`src/design/trr_pkg.sv`:
```
`timescale 1ns / 1ps

package trr_pkg;

    // Panel geometry
    localparam int PANEL_WIDTH  = 240;
    localparam int PANEL_HEIGHT = 240;

    // Status byte decode
    localparam int         NEW_DATA_BIT = 7;
    localparam logic [3:0] COUNT_MIN    = 4'd1;
    localparam logic [3:0] COUNT_MAX    = 4'd5;

    // Register byte addresses
    localparam logic [3:0] ADDR_ROTATE_ENABLE = 4'h0;
    localparam logic [3:0] ADDR_ROT_COS       = 4'h4;
    localparam logic [3:0] ADDR_ROT_SIN       = 4'h8;

    // Register reset values
    localparam logic signed [15:0] ROT_COS_RESET = 16'sd16384;
    localparam logic signed [15:0] ROT_SIN_RESET = 16'sd0;

    // Arithmetic widths: doubled offsets, products, rotated sums
    localparam int OFS_W  = 18;
    localparam int COEF_W = 17;
    localparam int PROD_W = OFS_W + COEF_W;
    localparam int SUM_W  = PROD_W + 3;

    // Doubled centre scaled by 2^14
    localparam logic signed [SUM_W-1:0] CX_TERM = SUM_W'(PANEL_WIDTH * 16384);
    localparam logic signed [SUM_W-1:0] CY_TERM = SUM_W'(PANEL_HEIGHT * 16384);

    typedef struct packed {
        logic        status_ok;
        logic [7:0]  status_byte;
        logic        record_ok;
        logic [15:0] raw_x;
        logic [15:0] raw_y;
    } report_t;

    typedef struct packed {
        logic signed [15:0] point_x;
        logic signed [15:0] point_y;
        logic               pressed;
        logic               ack_status;
    } sample_t;

    typedef struct packed {
        logic               rotate_enable;
        logic signed [15:0] rot_cos;
        logic signed [15:0] rot_sin;
    } cfg_t;

    // Product stage contents
    typedef struct packed {
        logic signed [PROD_W-1:0] p_xc;
        logic signed [PROD_W-1:0] p_xs;
        logic signed [PROD_W-1:0] p_ys;
        logic signed [PROD_W-1:0] p_yc;
        logic [15:0]              mx;
        logic [15:0]              my;
        logic                     have;
        logic                     fresh;
    } prod_t;

endpackage

```
`src/design/touch_report_rotate.sv`:
```
`timescale 1ns / 1ps

// Channel   Direction  Handshake              Payload
// report    in         report_valid/stall     report_t  (status, raw point)
// sample    out        sample_valid/stall     sample_t  (point, pressed, ack)
// config    in         APB psel/penable       rotate_enable, rot_cos, rot_sin
//
// One item per cycle sustained unless sample stalls. Items pass the input
// register, product register (four 18x17 multiplies), result register.
// Rounding, saturation and the held-point update sit in the last stage.
// Reset (rst_n low) empties the pipeline, centres the held point, and
// restores the registers. A stall on sample backs up stage by stage.

module touch_report_rotate (
    input  logic             clk,
    input  logic             rst_n,
    input  logic             psel,
    input  logic             penable,
    input  logic             pwrite,
    input  logic [3:0]       paddr,
    input  logic [31:0]      pwdata,
    output logic [31:0]      prdata,
    output logic             pready,
    input  logic             report_valid,
    output logic             report_stall,
    input  trr_pkg::report_t report,
    output logic             sample_valid,
    input  logic             sample_stall,
    output trr_pkg::sample_t sample
);
    import trr_pkg::*;

    cfg_t  cfg;
    prod_t prod;
    logic  prod_valid;
    logic  prod_ready;

    trr_cfg u_cfg (
        .clk     (clk),
        .rst_n   (rst_n),
        .psel    (psel),
        .penable (penable),
        .pwrite  (pwrite),
        .paddr   (paddr),
        .pwdata  (pwdata),
        .prdata  (prdata),
        .pready  (pready),
        .cfg     (cfg)
    );

    trr_mul u_mul (
        .clk          (clk),
        .rst_n        (rst_n),
        .cfg          (cfg),
        .report_valid (report_valid),
        .report_stall (report_stall),
        .report       (report),
        .prod_valid   (prod_valid),
        .prod_ready   (prod_ready),
        .prod         (prod)
    );

    trr_fin u_fin (
        .clk          (clk),
        .rst_n        (rst_n),
        .cfg          (cfg),
        .prod_valid   (prod_valid),
        .prod_ready   (prod_ready),
        .prod         (prod),
        .sample_valid (sample_valid),
        .sample_stall (sample_stall),
        .sample       (sample)
    );

endmodule

```
`src/design/trr_cfg.sv`:
```
`timescale 1ns / 1ps

module trr_cfg (
    input  logic                 clk,
    input  logic                 rst_n,
    input  logic                 psel,
    input  logic                 penable,
    input  logic                 pwrite,
    input  logic [3:0]           paddr,
    input  logic [31:0]          pwdata,
    output logic [31:0]          prdata,
    output logic                 pready,
    output trr_pkg::cfg_t        cfg
);
    import trr_pkg::*;

    cfg_t cfg_reg;
    logic wr_en;

    assign wr_en  = psel && penable && pwrite;
    assign pready = 1'b1;
    assign cfg    = cfg_reg;

    // register writes
    always_ff @(posedge clk or negedge rst_n)
    begin
        if (!rst_n)
        begin
            cfg_reg.rotate_enable <= 1'b0;
            cfg_reg.rot_cos       <= ROT_COS_RESET;
            cfg_reg.rot_sin       <= ROT_SIN_RESET;
        end
        else if (wr_en)
        begin
            unique case (paddr)
                ADDR_ROTATE_ENABLE: cfg_reg.rotate_enable <= pwdata[0];
                ADDR_ROT_COS:       cfg_reg.rot_cos       <= pwdata[15:0];
                ADDR_ROT_SIN:       cfg_reg.rot_sin       <= pwdata[15:0];
                default:            ;
            endcase
        end
    end

    // read mux
    always_comb
    begin
        unique case (paddr)
            ADDR_ROTATE_ENABLE: prdata = {31'd0, cfg_reg.rotate_enable};
            ADDR_ROT_COS:       prdata = {16'd0, cfg_reg.rot_cos};
            ADDR_ROT_SIN:       prdata = {16'd0, cfg_reg.rot_sin};
            default:            prdata = 32'd0;
        endcase
    end

endmodule

```
`src/design/trr_mul.sv`:
```
`timescale 1ns / 1ps

module trr_mul (
    input  logic             clk,
    input  logic             rst_n,
    input  trr_pkg::cfg_t    cfg,
    input  logic             report_valid,
    output logic             report_stall,
    input  trr_pkg::report_t report,
    output logic             prod_valid,
    input  logic             prod_ready,
    output trr_pkg::prod_t   prod
);
    import trr_pkg::*;

    logic    a_valid_reg;
    report_t a_item_reg;
    logic    b_valid_reg;
    prod_t   b_reg;
    prod_t   b_next;

    logic a_ready;
    logic b_ready;

    logic                      fresh;
    logic [3:0]                cnt;
    logic [15:0]               mx;
    logic [15:0]               my;
    logic signed [OFS_W-1:0]   dx;
    logic signed [OFS_W-1:0]   dy;
    logic signed [COEF_W-1:0]  k_cos;
    logic signed [COEF_W-1:0]  k_sin;
    logic signed [COEF_W-1:0]  k_nsin;

    // stage readiness
    assign b_ready      = !b_valid_reg || prod_ready;
    assign a_ready      = !a_valid_reg || b_ready;
    assign report_stall = !a_ready;
    assign prod_valid   = b_valid_reg;
    assign prod         = b_reg;

    // decode, mirror and multiply
    always_comb
    begin
        fresh  = a_item_reg.status_ok && a_item_reg.status_byte[NEW_DATA_BIT];
        cnt    = a_item_reg.status_byte[3:0];
        mx     = 16'(PANEL_WIDTH - 1) - a_item_reg.raw_x;
        my     = 16'(PANEL_HEIGHT - 1) - a_item_reg.raw_y;
        dx     = $signed({mx[15], mx, 1'b0}) - $signed(OFS_W'(PANEL_WIDTH));
        dy     = $signed({my[15], my, 1'b0}) - $signed(OFS_W'(PANEL_HEIGHT));
        k_cos  = $signed({cfg.rot_cos[15], cfg.rot_cos});
        k_sin  = $signed({cfg.rot_sin[15], cfg.rot_sin});
        k_nsin = -k_sin;

        b_next.p_xc  = dx * k_cos;
        b_next.p_xs  = dy * k_nsin;
        b_next.p_ys  = dx * k_sin;
        b_next.p_yc  = dy * k_cos;
        b_next.mx    = mx;
        b_next.my    = my;
        b_next.fresh = fresh;
        b_next.have  = fresh && (cnt >= COUNT_MIN) && (cnt <= COUNT_MAX)
                       && a_item_reg.record_ok;
    end

    // stage valid bits
    always_ff @(posedge clk or negedge rst_n)
    begin
        if (!rst_n)
        begin
            a_valid_reg <= 1'b0;
            b_valid_reg <= 1'b0;
        end
        else
        begin
            if (a_ready)
            begin
                a_valid_reg <= report_valid;
            end
            if (b_ready)
            begin
                b_valid_reg <= a_valid_reg;
            end
        end
    end

    // stage payloads
    always_ff @(posedge clk)
    begin
        if (a_ready && report_valid)
        begin
            a_item_reg <= report;
        end
        if (b_ready && a_valid_reg)
        begin
            b_reg <= b_next;
        end
    end

endmodule

```
`src/design/trr_fin.sv`:
```
`timescale 1ns / 1ps

module trr_fin (
    input  logic             clk,
    input  logic             rst_n,
    input  trr_pkg::cfg_t    cfg,
    input  logic             prod_valid,
    output logic             prod_ready,
    input  trr_pkg::prod_t   prod,
    output logic             sample_valid,
    input  logic             sample_stall,
    output trr_pkg::sample_t sample
);
    import trr_pkg::*;

    logic        out_valid_reg;
    sample_t     out_reg;
    sample_t     out_next;
    logic [15:0] held_x_reg;
    logic [15:0] held_y_reg;
    logic [15:0] held_x_next;
    logic [15:0] held_y_next;

    logic                    take;
    logic signed [SUM_W-1:0] num_x;
    logic signed [SUM_W-1:0] num_y;
    logic [15:0]             rx;
    logic [15:0]             ry;

    // value scaled by 2^15: round half away from zero, saturate to 16 bits
    function automatic logic [15:0] round_sat(input logic signed [SUM_W-1:0] num);
        logic                neg;
        logic [SUM_W-1:0]    mag;
        logic [SUM_W-16:0]   q;
        logic [SUM_W-1:0]    biased;
        logic [15:0]         res;
        neg    = num[SUM_W-1];
        mag    = neg ? SUM_W'(-num) : SUM_W'(num);
        biased = mag + SUM_W'(16384);
        q      = biased[SUM_W-1:15];
        if (neg)
        begin
            res = (q > (SUM_W-15)'(32768)) ? 16'h8000 : 16'(-q);
        end
        else
        begin
            res = (q > (SUM_W-15)'(32767)) ? 16'h7FFF : q[15:0];
        end
        return res;
    endfunction

    assign prod_ready   = !out_valid_reg || !sample_stall;
    assign take         = prod_valid && prod_ready;
    assign sample_valid = out_valid_reg;
    assign sample       = out_reg;

    // rotated sums and held-point update
    always_comb
    begin
        num_x = CX_TERM + SUM_W'(prod.p_xc) + SUM_W'(prod.p_xs);
        num_y = CY_TERM + SUM_W'(prod.p_ys) + SUM_W'(prod.p_yc);
        rx    = round_sat(num_x);
        ry    = round_sat(num_y);

        held_x_next = held_x_reg;
        held_y_next = held_y_reg;
        if (prod.have)
        begin
            held_x_next = cfg.rotate_enable ? rx : prod.mx;
            held_y_next = cfg.rotate_enable ? ry : prod.my;
        end

        out_next.point_x    = held_x_next;
        out_next.point_y    = held_y_next;
        out_next.pressed    = prod.have;
        out_next.ack_status = prod.fresh;
    end

    // control and held point
    always_ff @(posedge clk or negedge rst_n)
    begin
        if (!rst_n)
        begin
            out_valid_reg <= 1'b0;
            held_x_reg    <= 16'(PANEL_WIDTH / 2);
            held_y_reg    <= 16'(PANEL_HEIGHT / 2);
        end
        else
        begin
            if (prod_ready)
            begin
                out_valid_reg <= prod_valid;
            end
            if (take)
            begin
                held_x_reg <= held_x_next;
                held_y_reg <= held_y_next;
            end
        end
    end

    // result register
    always_ff @(posedge clk)
    begin
        if (take)
        begin
            out_reg <= out_next;
        end
    end

endmodule
```
`config.mk`:
```
export PLATFORM = sky130hd
export DESIGN_NAME = touch_report_rotate
export DESIGN_NICKNAME = d
export VERILOG_FILES = /design/src/design/trr_pkg.sv /design/src/design/touch_report_rotate.sv /design/src/design/trr_cfg.sv /design/src/design/trr_mul.sv /design/src/design/trr_fin.sv
export SDC_FILE = /design/constraint.sdc
export NUM_CORES = 2
export LEC_CHECK = 0
export ABC_AREA = 1
export BUFFER_PORTS_ARGS = -buffer_cell sky130_fd_sc_hd__clkbuf_2
export CORE_MARGIN = 1
export CORE_UTILIZATION = 50
export CTS_BUF_LIST = sky130_fd_sc_hd__clkbuf_4
export CTS_CLUSTER_SIZE = 28
export DETAILED_ROUTE_END_ITERATION = 10
export PLACE_DENSITY = 0.7
export SYNTH_ARGS = -nofsm -noshare
export SYNTH_HDL_FRONTEND = slang
export SYNTH_HIERARCHICAL = 1
export SYNTH_SLANG_ARGS = --single-unit
```
`constraint.sdc`:
```
create_clock -name clk -period 8.6 [get_ports clk]
set_input_delay 1.72 -clock clk [delete_from_list [all_inputs] [get_ports clk]]
set_output_delay 1.72 -clock clk [all_outputs]
set_load 0.01 [all_outputs]
```
Word-level counts from Yosys, hierarchy flattened
Index checks and enable logic that the tools add are counted.

storage, ports and cells
  register bits after elaboration = 315
  output and inout port bits = 69
  word-level logic and storage cells = 86

operators by class
  $add $sub $neg = 15
  $mul = 4
  magnitude comparators = 6
  equality and inequality tests = 2
  muxes and demuxes = 13
  reductions and logical operators = 21

operators with widths
  kind                      number
  $mux W16                  10
  $mul A18 B16 Y34          3
  $add A38 B15 Y38 const B  2
  $mux W38                  2
  $neg A38 Y38              2
  $add A23 B34 Y35 const A  2
  $pmux W16 S3              1
  $gt A23 B15 Y1 const B    2
  $gt A23 B16 Y1 const B    2
  $add A35 B34 Y36          1
  $add A35 B35 Y36          1
  $sub A17 B9 Y18 const B   2
  $mul A18 B17 Y35          1
  $neg A16 Y16              2
  $sub A8 B16 Y16 const A   2
  $neg A16 Y17              1
  $logic_and A1 B1 Y1       9
  $reduce_and A2 Y1         3
  $logic_not A1 Y1          5
  $eq A4 B3 Y1 const B      1
  $eq A4 B4 Y1 const B      1
  $ge A4 B1 Y1 const B      1
  $le A4 B3 Y1 const B      1
  $logic_not A4 Y1          1
  $logic_or A1 B1 Y1        3

Longest topological paths before layout
  word-level depth = 10
  gate-level depth with buffers = 43
  mapped depth without buffers = 42

By module
The synthesis kept the hierarchy.

by module, submodules not included
  module   instances  cells each  area each (um2)  seq. area each (um2)
  trr_mul  1          6016        51460.6          6236.0
  trr_fin  1          2810        15260.9          1856.8
  trr_cfg  1          230         1818.0           827.0

Worst setup path after synthesis
OpenSTA, ideal clock, no wires.

  path kind = input-to-reg
  start = input sample_stall
  end = register u_mul.b_reg, in the netlist u_mul/prod[0], enable pin
  setup time = 748 ps
  arrival time = 9861 ps
  path slack = -2009 ps
  stages = 3
  path through = nand2_1 -> inv_1 -> a21oi_1

on the way
  word-level cells in the longest chain between the ends = 4

ends and longest elaborated chain
  element               RTL line                   text
  start, declared       touch_report_rotate.sv:28  input logic sample_stall,
  $logic_not A1 Y1      trr_fin.sv:52              assign prod_ready = !out_valid_reg || !sample_stall;
  $logic_or A1 B1 Y1    trr_fin.sv:52
  $logic_or A1 B1 Y1    trr_mul.sv:36              assign b_ready = !b_valid_reg || prod_ready;
  $logic_and A1 B1 Y1   trr_mul.sv:94              if (b_ready && a_valid_reg)
  end signal, assigned  trr_mul.sv:96              b_reg <= b_next;
  end, declared         trr_mul.sv:19              prod_t b_reg;

No other way between the ends.
A chain may end at the register's enable or synchronous reset.

==> run metrics <==
HPWL Detailed 180000 um; clk sinks 308; synth warn 6; total clock buffers created by CTS 83; multiplexer area fraction after synthesis 0%; worst r2r src u_mul/a_item_reg[20]; Largest register FFs 167; Final nets 10.8k; vias 58.7k; clock slew at reported path FFs 0.07 ns; final wirelength 217000 um; Ports 154; Routed Antenna Nets 0; adder-cell share of the synthesized area 41.2%; Max-slew headroom 20.3%; FF-to-FF path depth 28; initial antenna violation count 9; pin count of the biggest net entering global routing 148; die extent in y 372 um; Final period util 96.2%; Crit Path Max Fanout 11; FF-to-FF End u_mul/prod[168]; die area 0.139 mm^2; Total GRT Usage 31.9%; sequential share of the synthesized area 13.0%; Post-DP Area 0.0711 mm^2; simple-gate area share of the yosys netlist 25.5%; vias per cell 5.33; final hold violation count 0; final RePlAce weighted congestion 0.999; Root Buffer clkbuf_4; outcome finished clean; CP max-delay cell fa_1; Critical Path Source Type flip-flop; final worst slack 0.327 ns; FF-to-FF setup slack 0.33 ns; f_max 121 MHz; Clock Path Buffers 3; multi-input combinational cell area 0.0503 mm^2; maxcap violations 0; main flop type after synthesis edfxtp_1; final-report max-slew violation count 0; Critical Path Start u_mul/a_item_reg[20]; total grt overflow 0; Mapped Cells 9056; Initial DRC Count 5000; WL/cell 19.7 um; hold_ws 0.456 ns; Syn Std Cell Area 0.0685 mm^2; Worst Setup End Kind flip-flop; FP Rows 135; first drt pass iteration count 6; # port buffers 117; Initial Util 50.5%; fraction of layout cells with a size suffix above 1 8.14%; Fin Setup TNS 0 ns; drc violations 0; CP Class reg -> reg; CORE AREA 0.136 mm^2; worst skew pair latency 0.99 ns; fillers 13.2k; first-pass GRT wire length 333000 um; Avg Inst Size Synth 7.57 um^2; main combinational cell family by area after synthesis adder cells; Compound-Gate Fraction of Synth Area 3.85%; Post-Synth XOR/XNOR Area 2.83%; Tmin final 8.27 ns; CTS H-tree lvls 3; Post-Layout Inst Area 0.0723 mm^2; RSZ-0062 raised after global routing false; Reg area 0.00892 mm^2; cell mode on critical path fa_1; EDFF count, synth 240; critical path endpoint u_mul/prod[168]; die width 372 um; CTS tree done; synthesis-stage register bit count 308; P&R area growth vs syn 5.52%; Post-CTS Setup Inserts 0; final setup fails 0; Least-Margin Pin Slew 1.20 ns; largest stage delay on the critical path 0.57 ns; vias in the first global route 59.1k; Hold/Removal Path Class reg -> reg; pre-CTS setup slack 0.602 ns; Arr. time, crit path 8.88 ns; Synth async-reset ratio 22.1%; critical path required time 9.21 ns; clock skew 0.131 ns; Yosys cell types 59
[critical path, delay by kind of cell, from the launching register on]
family,cells,cell delay (ns)
adder cells (fa/ha/maj),8,3.87
AND/OR/NAND/NOR,14,2.79
buffers and inverters,5,0.57
flip-flops,1,0.49
AO/OA/AOI/OAI,1,0.19
[through the flow]
step	cells	utilization [%]
global placement	10900	52.4
finish	11000	53.3
floorplan	9074	-
detailed placement	10900	52.4
CTS	11000	53.2
global route	11000	53.2
[kinds of logic after synthesis]
| group | after synthesis |
|---|---|
| other cells | 3 |
| fa+ha+maj | 1592 |
| xor+xnor | 216 |
| buf+inv | 2380 |
| flops | 308 |
| simple gates | 4078 |
| compound gates | 479 |
[cell usage in the layout, fill, tap and decap left out, types with 9 or more instances in the layout]
| cell type | n |
|---|---|
| a31oi_1 | 12 |
| dfstp_2 | 9 |
| o21bai_1 | 31 |
| o211ai_1 | 9 |
| clkinv_1 | 44 |
| ha_1 | 488 |
| nor2_1 | 941 |
| or2_2 | 9 |
| conb_1 | 21 |
| clkbuf_2 | 116 |
| a21oi_1 | 240 |
| xnor2_1 | 79 |
| buf_4 | 134 |
| nor2_4 | 36 |
| o21ai_0 | 128 |
| edfxtp_1 | 240 |
| nor2_2 | 59 |
| o21ai_1 | 9 |
| nor3_1 | 46 |
| a21o_1 | 26 |
| inv_2 | 71 |
| xor2_1 | 132 |
| nand3_1 | 447 |
| nand2_1 | 2223 |
| inv_1 | 2033 |
| nand2_2 | 118 |
| a21boi_0 | 11 |
| nand4_1 | 97 |
| nand3_2 | 40 |
| fa_1 | 1103 |
| clkbuf_4 | 108 |
| nand3b_1 | 28 |
| dfrtp_1 | 58 |
[what timing repair did]
item                                    4_1_cts  5_1_grt
hold endpoints to repair                      0        0
endpoints found under the setup margin        0        6
hold buffers                                  0        0
gates resized for setup                       0        3
[cells in the mapped netlist, drive strengths merged (59+ instances only)]
cell	number	area, um^2
edfxtp	240	7210
dfrtp	59	1480
xor2	137	1250
fa	1104	22100
nand2	2347	9150
ha	488	6110
nand4	99	641
inv	2107	7920
buf	116	841
nand3	490	2690
clkbuf	136	510
xnor2	79	692
o21ai	138	694
nor2	1037	4320
a21oi	242	1210
[how the worst min path moves through the flow]
stage | from | end | slack [ns] | cells after the start
floorplan | u_mul/prod[0] | u_fin/sample[0] | 0.40 | 0
global placement | u_fin/held_y_reg[0] | u_fin/held_y_reg[0] | 0.45 | 2
detailed placement | u_mul/prod[0] | u_fin/sample[0] | 0.44 | 0
CTS | u_mul/prod[0] | u_fin/sample[0] | 0.46 | 0
global route | u_mul/prod[0] | u_fin/sample[0] | 0.47 | 0
finish | u_mul/prod[0] | u_fin/sample[0] | 0.46 | 0
[cell type report]
class	instances	share of cell area (%)
Inverter	2126	11.0
Antenna cell	8	0.0277
Clock buffer	108	1.12
Multi-Input combinational cell	6386	69.6
Timing Repair Buffer	254	2.29
Sequential cell	308	12.3
Clock inverter	43	0.479
Tap cell	1781	3.08
[per-layer routing]
metal / global-route usage [%] / routed length (um) / share of wire, %
met1: 41.1 / 87200 / 40
met2: 51.0 / 98400 / 45
met3: 6.55 / 19400 / 8.9
met4: 15.7 / 12000 / 5.5
met5: 0 / 12 / 0.0055
Power is left out: the tool's default activity adds up to more than one toggle a clock period on the data nets, which glitch-free logic cannot reach.
